==> config.mk <==
export PLATFORM = sky130hd
export DESIGN_NAME = wifi_rx_address_filter_deframer
export DESIGN_NICKNAME = d
export VERILOG_FILES = /design/src/rtl/wrxaf_pkg.sv /design/src/rtl/wifi_rx_address_filter_deframer.sv
export SDC_FILE = /design/constraint.sdc
export NUM_CORES = 1
export LEC_CHECK = 0
export BUFFER_PORTS_ARGS = -buffer_cell sky130_fd_sc_hd__buf_4
export CORE_MARGIN = 3
export CORE_UTILIZATION = 40
export DETAILED_ROUTE_END_ITERATION = 10
export GPL_ROUTABILITY_DRIVEN = 0
export SLEW_MARGIN = 15
export SYNTH_ARGS = -nofsm -noshare
export SYNTH_HDL_FRONTEND = slang
export SYNTH_SLANG_ARGS = --single-unit
==> constraint.sdc <==
create_clock -name clk_i -period 6.3 [get_ports clk_i]
set_input_delay 1.26 -clock clk_i [delete_from_list [all_inputs] [get_ports clk_i]]
set_output_delay 1.26 -clock clk_i [all_outputs]
set_load 0.01 [all_outputs]
==> src/rtl/wrxaf_pkg.sv <==
// Shared constants and a helper for the receive-side address filter and deframer.
package wrxaf_pkg;

  // Configuration register indexes.
  localparam logic CfgMonitorKind   = 1'b0;
  localparam logic CfgFilterAddress = 1'b1;

  // Capture header kinds.
  localparam logic MonPrism    = 1'b0;
  localparam logic MonRadiotap = 1'b1;

  localparam logic [47:0] FilterAddressReset = 48'h1322_3344_5566;

  // Frame-control bits, little-endian word.
  localparam logic [15:0] FcTypeMask  = 16'h000C;
  localparam logic [15:0] FcTypeData  = 16'h0008;
  localparam int unsigned FcQosBit    = 7;
  localparam int unsigned FcToDsBit   = 8;
  localparam int unsigned FcFromDsBit = 9;
  localparam int unsigned FcProtBit   = 14;

  // 802.11 header lengths, in bytes.
  localparam logic [5:0] HdrLenBase  = 6'd24;
  localparam logic [5:0] HdrLenFourA = 6'd30;
  localparam logic [5:0] HdrLenQos   = 6'd2;
  localparam logic [5:0] HdrLenLlc   = 6'd8;

  // Header offsets and size limits.
  localparam logic [10:0] OffAddr1      = 11'd4;
  localparam logic [10:0] OffAddr1Last  = 11'd9;
  localparam logic [10:0] OffAddr3      = 11'd16;
  localparam logic [10:0] OffAddr3Last  = 11'd21;
  localparam logic [10:0] OffPayloadMin = 11'd32;
  localparam logic [15:0] MinAfterCap   = 16'd38;
  localparam logic [10:0] MinFrameLen   = 11'd14;

  // Picks octet idx of a MAC address, octet 0 being the first on air.
  function automatic logic [7:0] filter_octet(input logic [47:0] addr, input logic [2:0] idx);
    logic [7:0] res;
    unique case (idx)
      3'd0:    res = addr[47:40];
      3'd1:    res = addr[39:32];
      3'd2:    res = addr[31:24];
      3'd3:    res = addr[23:16];
      3'd4:    res = addr[15:8];
      3'd5:    res = addr[7:0];
      default: res = 8'h00;
    endcase
    return res;
  endfunction

endpackage

==> src/rtl/wifi_rx_address_filter_deframer.sv <==
// Receive-side 802.11 data frame deframer with destination address filter.

// The block takes one captured frame byte per cycle on the slave stream while it is ready,
// together with the frame length and an end-of-frame mark on tlast. It skips the capture header
// (a prism header of PRISM_LENGTH bytes, or a radiotap header whose little-endian length sits in
// bytes 2 and 3), reads the 802.11 header, and passes on the payload of unprotected data frames
// whose destination (address 3 when ToDS is set, address 1 otherwise) equals the filter address.
// Every request is handled in the cycle it is accepted, so the block sustains one byte per clock
// unless the output stalls; a payload byte appears on the master stream in the cycle after its
// input byte. The output register is the only stage: a new byte is taken whenever that register
// is empty or being drained in the same cycle. Short frames produce no output. Configuration
// writes take effect from the next byte on.
module wifi_rx_address_filter_deframer #(
  parameter int unsigned PRISM_LENGTH        = 144,
  parameter int unsigned RADIOTAP_MIN_LENGTH = 8,
  parameter int unsigned MAX_FRAME_BYTES     = 2000
) (
  input  logic        clk_i,
  input  logic        rst_ni,
  input  logic        s_axis_tvalid,
  output logic        s_axis_tready,
  input  logic [23:0] s_axis_tdata,  // rx_byte [7:0], frame_length [18:8], zeros above
  input  logic        s_axis_tlast,  // end_of_frame
  output logic        m_axis_tvalid,
  input  logic        m_axis_tready,
  output logic [7:0]  m_axis_tdata,  // payload_byte [7:0]
  output logic        m_axis_tlast,  // payload_last
  input  logic        cfg_we_i,
  input  logic        cfg_index_i,
  input  logic [47:0] cfg_data_i
);
  import wrxaf_pkg::*;

  localparam logic [15:0] PrismLen = 16'(PRISM_LENGTH);
  localparam logic [15:0] RtapMin  = 16'(RADIOTAP_MIN_LENGTH);
  localparam logic [12:0] MaxBytes = 13'(MAX_FRAME_BYTES);

  // Configuration registers.
  logic        mon_kind_q;
  logic [47:0] filt_q;

  // Per-frame state.
  logic [10:0] pos_q, pos_d;
  logic [15:0] cap_len_q, cap_len_d;
  logic [15:0] fc_q, fc_d;
  logic [5:0]  hdr_len_q, hdr_len_d;
  logic        m1_q, m1_d;
  logic        m3_q, m3_d;
  logic        rej_q, rej_d;
  logic [7:0]  head_q [3];

  // Output register.
  logic        out_valid_q;
  logic [7:0]  out_byte_q;
  logic        out_last_q;

  logic        in_fire;
  logic [7:0]  rx_b;
  logic        eof;
  logic [10:0] len_c;
  logic [15:0] mon;
  logic [15:0] pos16;
  logic [15:0] off16;
  logic [10:0] off;
  logic        main_en;
  logic        early_en;
  logic [1:0]  early_l;
  logic        lo_en, hi_en;
  logic [7:0]  lo_byte, hi_byte;
  logic [7:0]  fc_lo;
  logic [15:0] fc_new;
  logic [5:0]  hdr_base;
  logic [10:0] a1_diff, a3_diff;
  logic        len_ok;
  logic        dest_ok;
  logic        emit;
  logic        last_c;

  assign s_axis_tready = !out_valid_q || m_axis_tready;
  assign in_fire       = s_axis_tvalid && s_axis_tready;
  assign rx_b          = s_axis_tdata[7:0];
  assign eof           = s_axis_tlast;

  assign m_axis_tvalid = out_valid_q;
  assign m_axis_tdata  = out_byte_q;
  assign m_axis_tlast  = out_last_q;

  always_comb begin
    // The capture buffer caps the length.
    if ({2'b00, s_axis_tdata[18:8]} > MaxBytes) begin
      len_c = MaxBytes[10:0];
    end else begin
      len_c = s_axis_tdata[18:8];
    end

    // Radiotap length arrives little-endian in bytes 2 and 3.
    cap_len_d = cap_len_q;
    if (mon_kind_q == MonRadiotap && pos_q == 11'd2) begin
      cap_len_d = {8'h00, rx_b};
    end else if (mon_kind_q == MonRadiotap && pos_q == 11'd3) begin
      cap_len_d = {rx_b, cap_len_q[7:0]};
    end

    mon   = (mon_kind_q == MonRadiotap) ? cap_len_d : PrismLen;
    pos16 = {5'd0, pos_q};
    off16 = pos16 - mon;
    off   = off16[10:0];

    main_en = (mon_kind_q == MonPrism || pos_q > 11'd3) && pos16 >= mon
              && pos_q < len_c;

    // A radiotap length below four places the start of the 802.11 header in bytes
    // already seen; replay them from the head register once the length is known.
    early_en = mon_kind_q == MonRadiotap && pos_q == 11'd3 && cap_len_d <= 16'd3;
    early_l  = cap_len_d[1:0];

    lo_en   = 1'b0;
    hi_en   = 1'b0;
    lo_byte = rx_b;
    hi_byte = rx_b;
    if (early_en) begin
      lo_en = 1'b1;
      hi_en = early_l != 2'd3;
      unique case (early_l)
        2'd0: begin
          lo_byte = head_q[0];
          hi_byte = head_q[1];
        end
        2'd1: begin
          lo_byte = head_q[1];
          hi_byte = head_q[2];
        end
        2'd2: begin
          lo_byte = head_q[2];
          hi_byte = rx_b;
        end
        default: begin
          lo_byte = rx_b;
          hi_byte = rx_b;
        end
      endcase
    end else if (main_en) begin
      lo_en = off == 11'd0;
      hi_en = off == 11'd1;
    end

    fc_lo  = lo_en ? lo_byte : fc_q[7:0];
    fc_new = hi_en ? {hi_byte, fc_lo} : {fc_q[15:8], fc_lo};
    fc_d   = fc_new;

    hdr_base = (fc_new[FcToDsBit] && fc_new[FcFromDsBit]) ? HdrLenFourA : HdrLenBase;
    hdr_len_d = hdr_len_q;
    rej_d     = rej_q;
    if (hi_en) begin
      hdr_len_d = hdr_base + (fc_new[FcQosBit] ? HdrLenQos : 6'd0) + HdrLenLlc;
      if ((fc_new & FcTypeMask) != FcTypeData || fc_new[FcProtBit]) begin
        rej_d = 1'b1;
      end
    end

    // Destination address compares, one octet per byte.
    a1_diff = off - OffAddr1;
    a3_diff = off - OffAddr3;
    m1_d = m1_q;
    m3_d = m3_q;
    if (main_en && off >= OffAddr1 && off <= OffAddr1Last
        && rx_b != filter_octet(filt_q, a1_diff[2:0])) begin
      m1_d = 1'b0;
    end
    if (main_en && off >= OffAddr3 && off <= OffAddr3Last
        && rx_b != filter_octet(filt_q, a3_diff[2:0])) begin
      m3_d = 1'b0;
    end

    // Frame size checks; main_en guarantees the length exceeds the capture header.
    len_ok = len_c >= MinFrameLen && ({5'd0, len_c} - mon) > MinAfterCap;
    if (mon_kind_q == MonPrism) begin
      len_ok = len_ok && {5'd0, len_c} > PrismLen;
    end else begin
      len_ok = len_ok && {5'd0, len_c} > RtapMin && {5'd0, len_c} > cap_len_d;
    end
    dest_ok = fc_q[FcToDsBit] ? m3_q : m1_q;

    emit = main_en && off >= OffPayloadMin && off >= {5'd0, hdr_len_q} && !rej_q
           && len_ok && dest_ok;
    last_c = eof || ({1'b0, pos_q} + 12'd1) == {1'b0, len_c};

    pos_d = (pos_q == '1) ? pos_q : pos_q + 11'd1;
  end

  // Configuration registers.
  always_ff @(posedge clk_i or negedge rst_ni) begin
    if (!rst_ni) begin
      mon_kind_q <= MonRadiotap;
      filt_q     <= FilterAddressReset;
    end else if (cfg_we_i) begin
      unique case (cfg_index_i)
        CfgMonitorKind:   mon_kind_q <= cfg_data_i[0];
        CfgFilterAddress: filt_q     <= cfg_data_i;
        default:          ;
      endcase
    end
  end

  // Frame state; everything returns to its start value after the end-of-frame byte.
  always_ff @(posedge clk_i or negedge rst_ni) begin
    if (!rst_ni) begin
      pos_q     <= '0;
      cap_len_q <= '0;
      fc_q      <= '0;
      hdr_len_q <= '0;
      m1_q      <= 1'b1;
      m3_q      <= 1'b1;
      rej_q     <= 1'b0;
    end else if (in_fire) begin
      if (eof) begin
        pos_q     <= '0;
        cap_len_q <= '0;
        fc_q      <= '0;
        hdr_len_q <= '0;
        m1_q      <= 1'b1;
        m3_q      <= 1'b1;
        rej_q     <= 1'b0;
      end else begin
        pos_q     <= pos_d;
        cap_len_q <= cap_len_d;
        fc_q      <= fc_d;
        hdr_len_q <= hdr_len_d;
        m1_q      <= m1_d;
        m3_q      <= m3_d;
        rej_q     <= rej_d;
      end
    end
  end

  // The first three capture bytes are kept for the short radiotap case.
  always_ff @(posedge clk_i) begin
    if (in_fire && pos_q < 11'd3) begin
      head_q[pos_q[1:0]] <= rx_b;
    end
  end

  always_ff @(posedge clk_i or negedge rst_ni) begin
    if (!rst_ni) begin
      out_valid_q <= 1'b0;
    end else if (in_fire) begin
      out_valid_q <= emit;
    end else if (m_axis_tready) begin
      out_valid_q <= 1'b0;
    end
  end

  always_ff @(posedge clk_i) begin
    if (in_fire && emit) begin
      out_byte_q <= rx_b;
      out_last_q <= last_c;
    end
  end

endmodule

==> results.json, run 1 <==
{
  "status": "complete, no violations",
  "finalHoldViolations": 0,
  "synth-edff-count": 24,
  "syn-num-nets": 1033,
  "synth_seq_cells": 113,
  "critPathMaxFanout": 14,
  "ys_top_cells_by_area": "dfrtp_1, edfxtp_1, ha_1",
  "setup_violations": 0,
  "async_flop_share_pct": 78.8,
  "skew_ns": 0.00828,
  "grt_pass1_vias": 7040,
  "area_growth_syn_to_layout_pct": 18.9,
  "routed_wl_um": 24200,
  "critical-path-top-delay-family": "simple AND/OR/NAND/NOR gates",
  "cts.sinks": 113,
  "cts_tree": "built",
  "first_pass_iters": 5,
  "yosysMostFrequentCell": "nand2_1",
  "pre_cts_ws_ns": 0.555,
  "grtUsageTotal_pct": 21.7,
  "num-nets-final": 1112,
  "ys_warn_count": 0,
  "drtAntennaViolNets": 0,
  "crit_path_end_kind": "flop",
  "drtIter0Drc": 407,
  "grt_pass1_wl_um": 38300,
  "clkLatencyLatePin_ns": 0.43,
  "fin_area_um2": 10100,
  "slowest_stage": "or4_1",
  "post_cts_buffers": 0,
  "cp.required_ns": 6.63,
  "maxSlewViolCount": 0,
  "p_leak_nw": 4.35,
  "regToRegSetupSlack_ns": 0.53,
  "fin_tns_setup_ns": 0,
  "synth_mux_area_share_pct": 14.4,
  "ys_types": 74,
  "dpl.hpwl_um": 18100,
  "cts_resized": 0,
  "drive_gt1_share_pct": 24.9,
  "yosysTopAreaCell": "dfrtp_1",
  "ir_drop_mv": 0.209,
  "crit_buf_inv": 2,
  "place_area_um2": 9480,
  "cts_htree_levels": 4,
  "period_needed_ns": 5.77,
  "vias": 7194,
  "clk_pin_slew_worst_paths_ns": 0.06,
  "synthSimpleGateAreaFrac_pct": 17.3,
  "powerDensity_nw_per_um2": 291,
  "grt_start_max_net_pins": 49,
  "synth_top_family_by_area": "simple AND/OR/NAND/NOR gates",
  "die_area_um2": 23000,
  "n_fill_cell": 1999,
  "overflow": 0,
  "rows": 52,
  "antenna_found_initial": 0,
  "drcViolationCount": 0,
  "dominantRegCellSynth": "dfrtp_1",
  "cts_max_path_buffers": 2,
  "root_buffer": "clkbuf_16",
  "worst-setup-path-type": "flop to flop",
  "yosysSeqAreaShare_pct": 35.1,
  "hold_class": "flop to flop",
  "core_area_um2": 20600,
  "crit_top_cell": "ha_1",
  "cts_hold_buffers": 0,
  "syn_inst": 900,
  "synth-compound-area-share_pct": 16.5,
  "dieWidth_um": 152,
  "cts_buffers": 17,
  "max-slew-margin-rel_pct": 26.9,
  "yosys.area_share.xor_xnor_pct": 4.23,
  "io_buffers": 84,
  "start_util_pct": 41.3,
  "worst_slack_ns": 0.531,
  "synth_adder_area_share_pct": 8.14,
  "synth_common_cells": "nand2_1, dfrtp_1, ha_1",
  "rsz0062_at_grt": "false",
  "avgRoutedWirePerCell_um": 19.2,
  "cp-start-kind": "flop",
  "fin_crit_sh_pct": 91.6,
  "synthesis.area_um2": 8490,
  "syn_avg_cell_area_um2": 9.43,
  "arrival_ns": 6.10,
  "io_pins": 90,
  "drv_cap": 0,
  "max_freq_mhz": 173,
  "yosysTopAreaCellShare_pct": 19.8,
  "worstMarginPinSlew_ns": 1.09,
  "fp.dieH_um": 152,
  "diodes": 0,
  "viasPerCell": 5.70,
  "cp_slowest_stage_delay_ns": 0.54,
  "worstPathCellList": "inv_1, ha_1, nor4b_4, nand4_1, buf_4, mux2i_1, nand2b_1, ha_1, a211o_1, a211oi_2, o21ai_1, or4_1, and4b_1, and2_1, a31oi_4, mux2i_1, ha_1, nand2_1, mux2_1, o22ai_1",
  "p_total_mw": 2.94
}
[worst register-to-register path, delay by kind of cell, from the launching register on]
kind / cells / cell delay [ns]
adders and majority gates: 3 / 0.89
DFF: 1 / 0.47
and+or+nand+nor: 7 / 1.73
buffers and inverters: 2 / 0.46
muxes: 3 / 1.01
AOI/OAI and AO/OA: 5 / 1.13
[final cells by class]
class                      instances  area (µm²)  area share [%]
clock buffer                      21         493            4.89
inverter                          42         158            1.56
multi-input combinational        691        5150            51.1
tap                              270         338            3.35
timing repair buffer             114         856            8.48
clock inverter                    11         115            1.14
sequential                       113        2980            29.5
[sequential cells by signal (all words and copies together), names as in the netlist]
name and count:
m1_q 1, hdr_len_q 4, pos_q 11, fc_q 5
m_axis_tdata 8, filt_q 48, head_q 15, m_axis_tlast 1
mon_kind_q 1, rej_q 1, m3_q 1, m_axis_tvalid 1
cap_len_q 16
[cell usage in the layout, fill, tap and decap left out, types with 5 or more instances in the layout]
master     synthesis  final
and2_1             9      9
clkbuf_16          0     19
mux2i_1           33     33
edfxtp_1          24     24
nor4_1             6      6
nand2b_1          14     14
o21ai_0           51     51
buf_4              0    114
xnor2_1           28     27
a21oi_1           46     46
nand4_1           14     14
nor2_1            36     36
xor2_1            13     13
nand2_1           89     88
inv_6              0      5
dfrtp_1           67     67
ha_1              52     51
a22o_1             8      8
mux2_2            51     51
o211ai_1          11     11
o31ai_1           12     12
a31oi_1           17     17
nand3_1           22     22
inv_1             41     41
mux4_2            12     12
nor3_1            35     35
dfstp_2           22     22
or3_1              8      8
o21a_1            11     11
nor2b_1           10     10
and3_1            12     12
[power by group]
part | switching, mW | internal [mW]
Clock | 0.381 | 0.608
Sequential | 0.0564 | 0.852
Combinational | 0.573 | 0.466
Total | 1.01 | 1.93
[metal layers]
| metal | GRT usage, % | routed length [µm] | part of all wire (%) | vias up |
|---|---|---|---|---|
| met5 | 0 | 0 | 0 | - |
| met3 | 4.10 | 1200 | 4.9 | 29 |
| met1 | 29.7 | 11200 | 46 | 3477 |
| met2 | 35.0 | 11400 | 47 | 194 |
| met4 | 6.56 | 411 | 1.7 | 0 |
| li1 | - | - | - | 3494 |
[worst paths after layout]
kind                              startpoint           end  depth (start not counted)
min in group asynchronous             rst_ni      pos_q[6]                          1
worst min-delay path            cap_len_q[8]  cap_len_q[8]                          2
worst max-delay path                pos_q[0]  hdr_len_q[3]                         20
max in group asynchronous             rst_ni       fc_q[3]                          2
worst max register to register      pos_q[0]  hdr_len_q[3]                         20
worst min register to register  cap_len_q[8]  cap_len_q[8]                          2
[stage by stage]
| stage | hold WS [ns] | std cells | utilization [%] |
|---|---|---|---|
| floorplan | 0.450 | 900 | - |
| global placement | 0.465 | 1230 | 46.1 |
| detailed placement | 0.476 | 1230 | 46.1 |
| CTS | 0.488 | 1262 | 49.1 |
| global route | 0.525 | 1262 | 49.1 |
| finish | 0.487 | 1262 | 49.1 |
[logic make-up after synthesis]
logic type | count (synthesis)
and+or+nand+nor | 283
DFF | 113
adders and majority gates | 54
xor gates and xnor gates | 41
muxes | 100
buffers and inverters | 96
AOI/OAI and AO/OA | 213
(Power assumes the default switching activity.)
==> run 2, diff against run 1 <==
--- a/config.mk
+++ b/config.mk
@@ -12,2 +12,3 @@
 export GPL_ROUTABILITY_DRIVEN = 0
+export SKIP_LAST_GASP = 1
 export SLEW_MARGIN = 15
==> constraint.sdc (replaced) <==
create_clock -name clk_i -period 6.3 [get_ports clk_i]
set_input_delay 0 -clock clk_i [delete_from_list [all_inputs] [get_ports clk_i]]
set_output_delay 0 -clock clk_i [all_outputs]
set_load 0.01 [all_outputs]
==> run 2 against run 1 <==
  * Cell area is 5.7% higher
  * Critical path depth shrank 1
  * Worst setup slack worse by 0.0078 ns
  * Largest power group unchanged
  * Wire length rose by 2.6%
==> results.json, run 2 (same netlist as run 1, synthesis figures left out) <==
{
  "drive_gt1_share_pct": 23.5,
  "routed_wl_um": 24800,
  "cp.depth": 19,
  "largest_register": "filt_q",
  "overflow": 0,
  "cts_resized": 0,
  "crit_path_end_kind": "flop",
  "status": "complete, no violations",
  "regToRegSetupSlack_ns": 0.52,
  "worstPathCellList": "inv_1, ha_1, nor4b_4, nand4_1, buf_4, mux2i_1, nand2b_1, ha_1, a21oi_1, nand2b_1, nand3_1, xor2_1, ha_1, a21boi_0, o21ai_0, a2111oi_0, inv_1, nor3_1, buf_4",
  "critical-path-top-delay-family": "simple AND/OR/NAND/NOR gates",
  "ir_drop_mv": 0.154,
  "cts.sinks": 113,
  "combinationalPowerShare_pct": 36.1,
  "mostFrequentLayoutCells": "buf_4, nand2_1, dfrtp_1",
  "largest_register_ffs": 48,
  "viasPerCell": 5.72,
  "drtIter0Drc": 482,
  "p_leak_nw": 4.60,
  "seqPwrFrac_pct": 30.8,
  "drt-met1-wl_um": 11300,
  "rr_worst_depth": 19,
  "root_buffer": "clkbuf_16",
  "crit_top_cell": "ha_1",
  "grt_start_max_net_pins": 51,
  "antenna_found_initial": 0,
  "critPathMaxFanout": 14,
  "start_util_pct": 41.3,
  "cp_slowest_stage_delay_ns": 0.81,
  "dp.cells": 1226,
  "diodes": 0,
  "highest_layer": "met4",
  "cts_htree_levels": 4,
  "fin_tns_setup_ns": 0,
  "cp.required_ns": 6.42,
  "first_pass_iters": 6,
  "max_freq_mhz": 173,
  "r2r-start": "pos_q[0]",
  "cts_tree": "built",
  "drcViolationCount": 0,
  "powerDensity_nw_per_um2": 277,
  "fin_cells": 1321,
  "io_pins": 90,
  "p_total_mw": 2.96,
  "hold_class": "input pin to flop",
  "cts_max_path_buffers": 2,
  "r2r-end": "m_axis_tdata[2]",
  "max-slew-margin-rel_pct": 27.5,
  "die_area_um2": 23000,
  "crit_start": "pos_q[0]",
  "clk_pin_slew_worst_paths_ns": 0.06,
  "dieWidth_um": 152,
  "switchingPower_mw": 1.03,
  "grt_pass1_vias": 7306,
  "setup_violations": 0,
  "cts_buffers": 17,
  "intPower_mw": 1.92,
  "finalHoldViolations": 0,
  "avgRoutedWirePerCell_um": 18.8,
  "skew_ns": 0.0135,
  "arrival_ns": 5.90,
  "grt_pass1_wl_um": 39800,
  "rows": 52,
  "slowest_stage": "a2111oi_0",
  "area_growth_syn_to_layout_pct": 25.7,
  "drtAntennaViolNets": 0,
  "vias": 7558,
  "worst-setup-path-type": "flop to flop",
  "period_needed_ns": 5.78,
  "io_buffers": 84,
  "fin_crit_sh_pct": 91.7,
  "layout_commonest_cell": "buf_4",
  "clkLatencyLatePin_ns": 0.43,
  "wl_met2_um": 11600,
  "crit_buf_inv": 4,
  "worstHoldStart": "cfg_we_i",
  "num-nets-final": 1171,
  "worstMarginPinSlew_ns": 1.08,
  "drv_cap": 0,
  "grtUsageTotal_pct": 22.5,
  "core_area_um2": 20600,
  "cp-start-kind": "flop",
  "maxSlewViolCount": 0,
  "switching_share_pct": 35.0,
  "dpl.hpwl_um": 18100,
  "crit_path_end": "m_axis_tdata[2]",
  "wl_met3_um": 1270,
  "p_clk_share_pct": 33.1,
  "fp.dieH_um": 152,
  "rsz0062_at_grt": "false"
}
-- run 2: cell types whose count changed in the layout (fill, tap and decap cells not counted) --
cell	change
buf_4	-1
clkbuf_1	-1
clkbuf_16	-1
clkbuf_8	-1
clkinv_2	+1
clkinv_4	-1
clkinvlp_4	-1
dlygate4sd3_1	+60
inv_4	+1
inv_6	+2
inv_8	+1
-- run 2: repair_timing --
action | 4_1_cts | 5_1_grt
hold endpoints to repair | 127 | 0
hold buffers | 60 | 0
buffers inserted | 0 | 3
setup endpoints to repair | 0 | 1
-- run 2: through the flow --
| stage | setup WS (ns) | cell area (µm²) | util [%] | hold slack, ns |
|---|---|---|---|---|
| floorplan | 0.731 | 8490 | - | -0.296 |
| global placement | 0.615 | 9450 | 46.0 | 0.0371 |
| detailed placement | 0.509 | 9450 | 46.0 | 0.0409 |
| CTS | 0.465 | 10600 | 51.8 | 0.0831 |
| global route | 0.112 | 10700 | 51.9 | 0.100 |
| finish | 0.523 | 10700 | 51.9 | 0.0965 |
-- run 2: worst min path at each step --
stage                              end  slack, ns  depth (start not counted)
after floorplan           cap_len_q[0]      -0.30                          0
after global placement        pos_q[9]       0.04                          1
after detailed placement      pos_q[7]       0.04                          1
after CTS                   mon_kind_q       0.08                          3
after global routing        mon_kind_q       0.10                          3
final                       mon_kind_q        0.1                          3
-- run 2: per-layer routing --
metal / vias up / GRT usage [%]
met2: 224 / 36.8
met5: - / 0
li1: 3619 / -
met4: 0 / 7.55
met1: 3674 / 30.2
met3: 41 / 4.05
-- run 2: area by class of cell --
class	count	area [µm²]
fill	1880	9900
multi-input combinational	691	5150
sequential	113	2980
timing repair buffer	173	1450
clock buffer	18	450
tap	270	338
inverter	42	158
clock inverter	14	139
-- run 2: worst min-delay path, delay by kind of cell --
family,cells,cell delay (ns)
mux,1,0.22
simple gates,1,0.15
buf+inv,1,0.11
-- run 2: power by group through the flow --
stage / clock [mW] / sequential [mW] / combinational (mW)
finish: 0.977 / 0.911 / 1.07
global route: 1.03 / 0.923 / 1.19
CTS: 0.999 / 0.911 / 1.06
detailed placement: 0 / 0.923 / 1.03
global placement: 0 / 0.919 / 1.02
floorplan: 0 / 0.905 / 0.749
==> run 3, diff against run 2 <==
CORE_ASPECT_RATIO = 0.7   (was default)
==> run 3 against run 2 <==
  * Fmax decreased by 2.9%
  * Total power increased by 2.3%
  * Sequential cell count unchanged
  * Sequential power about the same
  * Highest routed layer unchanged
==> results.json, run 3 (same netlist as run 1, synthesis figures left out) <==
{
  "status": "complete, no violations",
  "cts_tree": "built",
  "cts_max_path_buffers": 2,
  "rr_worst_depth": 21,
  "critPathMaxFanout": 8,
  "first_pass_iters": 7,
  "cts_htree_levels": 4,
  "setup_violations": 0,
  "fp.dieH_um": 128,
  "hold_ws_ns": 0.0372,
  "die_area_um2": 23000,
  "clkLatencyLatePin_ns": 0.42,
  "use_met3_pct": 6.66,
  "num-nets-final": 1168,
  "max_freq_mhz": 168,
  "worst-setup-path-type": "flop to flop",
  "overflow": 0,
  "r2r-end": "hdr_len_q[3]",
  "fin_cells": 1318,
  "area_growth_syn_to_layout_pct": 25.6,
  "cp.required_ns": 6.62,
  "drive_gt1_share_pct": 23.2,
  "root_buffer": "clkbuf_16",
  "grtUsageTotal_pct": 22.8,
  "fin_crit_sh_pct": 94.5,
  "ir_drop_mv": 0.197,
  "seqPwrFrac_pct": 30.1,
  "io_buffers": 84,
  "worstMarginPinSlew_ns": 1.13,
  "rsz0062_at_grt": "false",
  "crit_start": "pos_q[0]",
  "intPower_mw": 1.97,
  "cts_buffers": 17,
  "post_cts_buffers": 0,
  "drtAntennaViolNets": 0,
  "crit_path_end_kind": "flop",
  "grt_pass1_wl_um": 41400,
  "powerDensity_nw_per_um2": 284,
  "pre_cts_ws_ns": 0.442,
  "drv_cap": 0,
  "avgRoutedWirePerCell_um": 19.8,
  "hold_class": "input pin to flop",
  "regToRegSetupSlack_ns": 0.35,
  "drcViolationCount": 0,
  "grt_start_max_net_pins": 49,
  "core_area_um2": 20300,
  "arrival_ns": 6.27,
  "rows": 43,
  "dp.cells": 1226,
  "worst_slack_ns": 0.349,
  "start_util_pct": 41.8,
  "diodes": 0,
  "whs_endpoint": "m_axis_tvalid",
  "largest_register": "filt_q",
  "skew_ns": 0.0142,
  "p_clk_share_pct": 33.5,
  "switchingPower_mw": 1.06,
  "grt_pass1_vias": 7281,
  "max-slew-margin-rel_pct": 24.4,
  "dieWidth_um": 180,
  "vias": 7548,
  "viasPerCell": 5.73,
  "cts.sinks": 113,
  "antenna_found_initial": 0,
  "clk_pin_slew_worst_paths_ns": 0.07,
  "drtIter0Drc": 741,
  "use_met2_pct": 31.3,
  "largest_register_ffs": 48,
  "mostFrequentLayoutCells": "buf_4, nand2_1, dfrtp_1",
  "worstHoldStart": "m_axis_tready",
  "switching_share_pct": 34.9,
  "top_usage_layer": "met1",
  "layout_commonest_cell": "buf_4",
  "finalHoldViolations": 0,
  "routed_wl_um": 26100,
  "io_pins": 90,
  "r2r-start": "pos_q[0]",
  "dpl.hpwl_um": 19000,
  "cp-start-kind": "flop",
  "fin_tns_setup_ns": 0,
  "maxSlewViolCount": 0,
  "use_met1_pct": 35.6,
  "period_needed_ns": 5.95,
  "combinationalPowerShare_pct": 36.4,
  "p_leak_nw": 4.58,
  "worstHoldPathCells": 3
}
run 3: changes by cell type in the layout (fill, tap and decap cells not counted):
| cell | change |
|---|---|
| inv_4 | -1 |
| clkinvlp_4 | +2 |
| bufinv_16 | +2 |
| buf_4 | -3 |
| clkinv_4 | -1 |
| clkbuf_16 | -1 |
| clkinv_2 | +1 |
| inv_6 | -3 |
| clkinv_1 | +1 |
run 3: final cells by class:
| cell class | count | area [µm²] |
|---|---|---|
| Tap cell | 270 | 338 |
| Multi-Input combinational cell | 691 | 5150 |
| Clock buffer | 17 | 425 |
| Inverter | 42 | 158 |
| Fill cell | 1835 | 9620 |
| Sequential cell | 113 | 2980 |
| Clock inverter | 15 | 181 |
| Timing Repair Buffer | 170 | 1430 |
run 3: power groups by stage:
stage	clock, mW	combinational, mW	sequential, mW
global placement	0	1.04	0.917
CTS	1.03	1.09	0.907
detailed placement	0	1.05	0.919
finish	1.01	1.10	0.909
floorplan	0	0.749	0.905
global route	1.07	1.21	0.919
run 3: worst max path at each step:
stage | to | slack (ns) | cells past startpoint
final | hdr_len_q[3] | 0.35 | 21
after global routing | hdr_len_q[3] | 0.02 | 21
after CTS | hdr_len_q[3] | 0.44 | 21
after detailed placement | hdr_len_q[1] | 0.44 | 21
after global placement | hdr_len_q[3] | 0.55 | 21
after floorplan | m_axis_tdata[0] | 0.73 | 21
run 3: through the flow:
stage | cell area [µm²] | utilization, % | power (mW)
after global routing | 10700 | 52.6 | 3.19
after detailed placement | 9450 | 46.6 | 1.97
after floorplan | 8490 | - | 1.65
after global placement | 9450 | 46.6 | 1.96
after CTS | 10700 | 52.6 | 3.02
final | 10700 | 52.6 | 3.02
run 3: repair_timing:
item                                   CTS  global route
gates resized for setup                  0             0
hold buffers                            60             0
endpoints found under the hold margin  127             0
setup endpoints to repair                0             0
run 3: critical path: stages, from the launching register on:
cell      delay (ns)
dfrtp_1         0.40
inv_1           0.16
ha_1            0.39
nor4b_4         0.52
nand4_1         0.23
mux2i_2         0.20
nor2_1          0.22
ha_2            0.23
inv_1           0.05
fa_1            0.49
a211o_1         0.33
a211oi_2        0.20
o21ai_1         0.14
or4_1           0.55
and4b_1         0.24
and2_1          0.17
a31oi_4         0.28
mux2i_1         0.38
ha_1            0.21
nand2_1         0.05
mux2_1          0.31
o22ai_1         0.12
run 3: routing by layer:
layer  share of wire, %  routed length [µm]  vias to the layer above
li1                   -                   -                     3603
met1                 50               13200                     3640
met2                 40               10400                      277
met3                8.7                2270                       28
met4                1.0                 270                        0
met5                  0                   0                        -
